$ cat src/hdl/amos_pkg.sv
// ----------------------------------------------------------------------------
// amos_pkg
// Shared types, widths and constants of the agent motion and overlap step.
// ----------------------------------------------------------------------------
package amos_pkg;

  localparam int unsigned MAX_AGENTS = 16;
  localparam int unsigned FRAC_BITS  = 8;

  localparam int unsigned POS_W      = 24;
  localparam int unsigned START_W    = 20;
  localparam int unsigned VEL_W      = 10;
  localparam int unsigned RAD_W      = 9;
  localparam int unsigned GAIN_W     = 12;
  localparam int unsigned SCALE_W    = 10;
  localparam int unsigned AREA_W     = 12;
  localparam int unsigned CNT_W      = 5;
  localparam int unsigned IDX_W      = 4;
  localparam int unsigned MASK_W     = 16;
  localparam int unsigned NCNT_W     = 4;
  localparam int unsigned CFG_IDX_W  = 3;
  localparam int unsigned CFG_DATA_W = 12;
  localparam int unsigned RADM_W     = RAD_W + SCALE_W;
  localparam int unsigned PROD_W     = GAIN_W + VEL_W;

  localparam logic [CNT_W-1:0]          AGENT_COUNT_RST  = 5'd16;
  localparam logic signed [GAIN_W-1:0]  SPEED_GAIN_RST   = 12'sd256;
  localparam logic [SCALE_W-1:0]        RADIUS_SCALE_RST = 10'd200;
  localparam logic [AREA_W-1:0]         AREA_WIDTH_RST   = 12'd640;
  localparam logic [AREA_W-1:0]         AREA_HEIGHT_RST  = 12'd480;
  localparam logic                      WRAP_ENABLE_RST  = 1'b1;

  typedef enum logic [CFG_IDX_W-1:0] {
    REG_AGENT_COUNT  = 3'd0,
    REG_SPEED_GAIN   = 3'd1,
    REG_RADIUS_SCALE = 3'd2,
    REG_AREA_WIDTH   = 3'd3,
    REG_AREA_HEIGHT  = 3'd4,
    REG_WRAP_ENABLE  = 3'd5
  } cfg_reg_e;

  typedef enum logic {
    CMD_LOAD = 1'b0,
    CMD_STEP = 1'b1
  } amos_op_e;

  typedef enum logic [2:0] {
    ST_IDLE,
    ST_MOVE,
    ST_MOVE_WAIT,
    ST_PAIR,
    ST_PAIR_WAIT,
    ST_EMIT
  } amos_state_e;

  typedef struct packed {
    logic [CNT_W-1:0]         agent_count;
    logic signed [GAIN_W-1:0] speed_gain;
    logic [SCALE_W-1:0]       radius_scale;
    logic [AREA_W-1:0]        area_width;
    logic [AREA_W-1:0]        area_height;
    logic                     wrap_enable;
  } amos_cfg_t;

  typedef struct packed {
    logic signed [POS_W-1:0] x;
    logic signed [POS_W-1:0] y;
    logic signed [VEL_W-1:0] vx;
    logic signed [VEL_W-1:0] vy;
    logic [RAD_W-1:0]        br;
  } agent_rec_t;

  typedef struct packed {
    logic [IDX_W-1:0]        out_index;
    logic signed [POS_W-1:0] out_x;
    logic signed [POS_W-1:0] out_y;
    logic [MASK_W-1:0]       neighbor_mask;
    logic [NCNT_W-1:0]       neighbor_count;
    logic                    last;
  } amos_res_t;

  typedef struct packed {
    logic load_wr;
    logic clr_i;
    logic inc_i;
    logic clr_j;
    logic inc_j;
    logic issue_mv;
    logic issue_pair;
    logic clr_row;
    logic emit;
  } amos_cmd_t;

  typedef struct packed {
    logic n_zero;
    logic i_last;
    logic j_last;
    logic busy;
    logic out_free;
  } amos_sts_t;

endpackage

$ cat src/hdl/amos_ctrl.sv
// ----------------------------------------------------------------------------
// amos_ctrl
// Sequencer: load, move sweep, pair-test rows and per-agent result emission.
// ----------------------------------------------------------------------------
module amos_ctrl import amos_pkg::*; (
  input  logic      clk_i,
  input  logic      rst_ni,
  input  logic      in_valid_i,
  input  logic      in_op_i,
  output logic      in_ready_o,
  input  amos_sts_t sts_i,
  output amos_cmd_t cmd_o
);

  amos_state_e state_q, state_d;

  always_ff @(posedge clk_i or negedge rst_ni) begin
    if (!rst_ni) begin
      state_q <= ST_IDLE;
    end else begin
      state_q <= state_d;
    end
  end

  always_comb begin
    state_d = state_q;
    unique case (state_q)
      ST_IDLE: begin
        if (in_valid_i && in_op_i == CMD_STEP && !sts_i.n_zero) begin
          state_d = ST_MOVE;
        end
      end
      ST_MOVE: begin
        if (sts_i.i_last) begin
          state_d = ST_MOVE_WAIT;
        end
      end
      ST_MOVE_WAIT: begin
        if (!sts_i.busy) begin
          state_d = ST_PAIR;
        end
      end
      ST_PAIR: begin
        if (sts_i.j_last) begin
          state_d = ST_PAIR_WAIT;
        end
      end
      ST_PAIR_WAIT: begin
        if (!sts_i.busy) begin
          state_d = ST_EMIT;
        end
      end
      ST_EMIT: begin
        if (sts_i.out_free) begin
          state_d = sts_i.i_last ? ST_IDLE : ST_PAIR;
        end
      end
      default: state_d = ST_IDLE;
    endcase
  end

  always_comb begin
    in_ready_o = 1'b0;
    cmd_o      = '0;
    unique case (state_q)
      ST_IDLE: begin
        in_ready_o = 1'b1;
        if (in_valid_i) begin
          if (in_op_i == CMD_LOAD) begin
            cmd_o.load_wr = 1'b1;
          end else begin
            cmd_o.clr_i = 1'b1;
          end
        end
      end
      ST_MOVE: begin
        cmd_o.issue_mv = 1'b1;
        if (sts_i.i_last) begin
          cmd_o.clr_i = 1'b1;
        end else begin
          cmd_o.inc_i = 1'b1;
        end
      end
      ST_MOVE_WAIT: begin
        cmd_o.clr_j   = 1'b1;
        cmd_o.clr_row = 1'b1;
      end
      ST_PAIR: begin
        cmd_o.issue_pair = 1'b1;
        if (!sts_i.j_last) begin
          cmd_o.inc_j = 1'b1;
        end
      end
      ST_PAIR_WAIT: begin
        cmd_o = '0;
      end
      ST_EMIT: begin
        if (sts_i.out_free) begin
          cmd_o.emit = 1'b1;
          if (!sts_i.i_last) begin
            cmd_o.inc_i   = 1'b1;
            cmd_o.clr_j   = 1'b1;
            cmd_o.clr_row = 1'b1;
          end
        end
      end
      default: cmd_o = '0;
    endcase
  end

endmodule

$ cat config.mk
export PLATFORM = sky130hd
export DESIGN_NAME = amos_ctrl
export DESIGN_NICKNAME = d
export VERILOG_FILES = /design/src/hdl/amos_pkg.sv /design/src/hdl/amos_ctrl.sv
export SDC_FILE = /design/constraint.sdc
export NUM_CORES = 1
export LEC_CHECK = 0
export BUFFER_PORTS_ARGS = -buffer_cell sky130_fd_sc_hd__buf_2
export CAP_MARGIN = 15
export CORE_AREA = 2 2 39 41
export DETAILED_ROUTE_END_ITERATION = 16
export DIE_AREA = 0 0 41 43
export HOLD_SLACK_MARGIN = 0.03
export PLACE_DENSITY = 0.61
export RECOVER_POWER = 100
export SLEW_MARGIN = 20
export SYNTH_ARGS = -nofsm -noshare
export SYNTH_HDL_FRONTEND = slang
export SYNTH_SLANG_ARGS = --single-unit
$ cat constraint.sdc
create_clock -name clk_i -period 1.35 [get_ports clk_i]
set_clock_uncertainty 0.2 [all_clocks]
set_input_delay 0.135 -clock clk_i [delete_from_list [all_inputs] [get_ports clk_i]]
set_output_delay 0.135 -clock clk_i [all_outputs]
set_load 0.01 [all_outputs]
==> flow_summary.ini <==
[synthesis]
synthesis.area_um2 = 339
ys_ff_latch = 3
yosysSeqAreaShare = 0.221
yosysUniqueCellTypes = 25
syn_avg_cell_area_um2 = 8.27
syn_inst = 41
ys_warn_count = 0
syn-num-nets = 50

[clocking]
ctsRootBufferMaster = clkbuf_4
worstSkewPairLatency_ns = 0.24
cts.clk_slew.worst_paths_ns = 0.04
cts_tree = built
cts_sinks = 3
cts_max_level = 1
clk_path_buf_depth = 2
cts_made_buffers = 3

[sta]
slew-limit-headroom = 0.832
slew_viol_final = 0
worst_pin_slew_ns = 0.252
hold_viol = 0
rsz0062_at_grt = yes
fin_crit_ns = 1.68
max_freq_mhz = 595
setup_ws_ns = -0.332
finalCritPeriodShare = 1.25
setup-violations-final = 12

[grt]
track_usage = 0.150
antenna_found_initial = 0
grt.overflow.total = 0
grt_max_degree = 8
grt_pass1_vias = 433
grt_pass1_wl_um = 1810

[setup_path]
worst-path-max-fanout = 6
crit_chain = and2b_2, nand3_4, o32ai_4, buf_2
reg2reg_depth = 5
critPathSlowestCell = dfrtp_2
cp_data_arrival_time_ns = 1.35
crit_path_end_kind = output port
worstSetupPathType = flop to output port
cp-start-kind = flop
required_ns = 1.01
max_stage_delay_ns = 0.45

[placement]
post-place-ws_ns = -0.111
post-place-cells = 79
dp_hpwl_um = 675
globalplace.congestion = 0.826
placedInstanceArea_um2 = 504
port_buffers = 18

[finish]
largest_register_ffs = 3
reg_top3 = state_q: 3 flops
final_common_cell = buf_2
layout-drive-gt1-share = 0.610
regMostFlops = state_q
diodes = 0
area_growth_pct = 95.9
final_cells = 93
fin_nets = 87
final_cell_mix = buf_2, buf_4, buf_6
fin_area_um2 = 664

[floorplanning]
die_w_um = 41
die-area_um2 = 1760
die_h_um = 43
coreArea_um2 = 1380
ios = 19
start_util = 0.245
rows = 14

[worst_hold_path]
hold_path.class = input port to flop
hold_path_depth = 3

[power_and_ir_drop]
leakagePower_nw = 0.320
p_per_area_nw_per_um2 = 2500
ir_drop_mv = 0.879
power.total_mw = 1.66

[route]
dr.pass1.iters = 4
via_count = 447
wl_um = 1140
routed_via_density = 4.81
routedWlPerCell_um = 12.3
first_iter_violations = 7
ant_nets = 0
drc = 0

[run]
cap_viol_max_count = 0

[run_status]
status = finished, violations left
violations = negative setup slack
==> layout make-up <==
cell class                      count  area, um^2
Sequential cell                     3        77.6
Inverter                            4        17.5
Tap cell                           16        20.0
Fill cell                         133         719
Multi-Input combinational cell     30         272
Clock buffer                        4        26.3
Timing Repair Buffer               36         251
==> routing by layer <==
metal,global-route usage,vias to the layer above,part of all wire
met5,0,-,0
met4,0.100,0,0.016
met3,0.0209,2,0.037
met2,0.222,13,0.54
met1,0.191,215,0.41
li1,-,217,-
==> critical path, delay by kind of cell, from the launching register on <==
family,cells,cell delay (ns)
buffers and inverters,1,0.17
DFF,1,0.45
and+or+nand+nor,2,0.37
AOI/OAI and AO/OA,1,0.12
==> power by group <==
part	internal, mW	switching [mW]
clock network	0.111	0.0539
logic	0.712	0.556
registers	0.146	0.0826
==> cell families (layout without fill, tap and decap cells) <==
group | Yosys count | after routing | synth area share
buffers and inverters | 8 | 44 | 0.136
AO/OA/AOI/OAI | 11 | 11 | 0.240
AND/OR/NAND/NOR | 17 | 17 | 0.347
multiplexers | 1 | 1 | 0.0295
XOR/XNOR | 1 | 1 | 0.0258
flip-flops | 3 | 3 | 0.221
==> per-stage QoR <==
step           hold slack (ns)   util  TNS (ns)
6_report                 0.114  0.480     -2.91
2_1_floorplan           -0.361      -    -0.173
3_5_place_dp            -0.269  0.364    -0.538
4_1_cts                 0.0979  0.449     -2.79
5_1_grt                  0.133  0.480     -3.71
3_3_place_gp            -0.266  0.364    -0.428
==> what timing repair did <==
item	in CTS	in global routing
gates cloned	0	0
setup endpoints to repair	12	13
hold buffers	3	0
pin swaps	4	3
endpoints found under the hold margin	4	0
gates resized for setup	6	8
setup buffers	6	1
==> final timing paths <==
check	start	end	slack (ns)
worst max-delay path	state_q[1]	cmd_o[5]	-0.33
worst min-delay path	sts_i[0]	state_q[2]	0.11
worst max register to register	state_q[0]	state_q[0]	-0.24
worst min register to register	state_q[2]	state_q[1]	0.43
max in group asynchronous	rst_ni	state_q[0]	0.22
min in group asynchronous	rst_ni	state_q[1]	0.57
==> synth_stat cells <==
master / instances / area [um^2]
and2b_1: 1 / 7.51
a211oi_1: 1 / 7.51
o32ai_1: 1 / 8.76
nand3b_1: 1 / 7.51
nor3b_2: 1 / 12.5
nor3_4: 1 / 16.3
a32o_1: 2 / 20.0
nand3_1: 1 / 5.00
buf_2: 1 / 5.00
nor2_1: 2 / 7.51
o21ai_1: 2 / 10.0
dfrtp_1: 3 / 75.1
and2_1: 1 / 6.26
mux2i_1: 1 / 10.0
a22oi_1: 1 / 7.51
nor4bb_1: 1 / 10.0
inv_1: 4 / 15.0
xor2_1: 1 / 8.76
nor4b_1: 1 / 8.76
buf_4: 2 / 15.0
buf_6: 1 / 11.3
nand2_1: 3 / 11.3
a31o_1: 2 / 17.5
o21ai_0: 2 / 10.0
nor2b_1: 4 / 25.0
(Power assumes the default switching activity.)
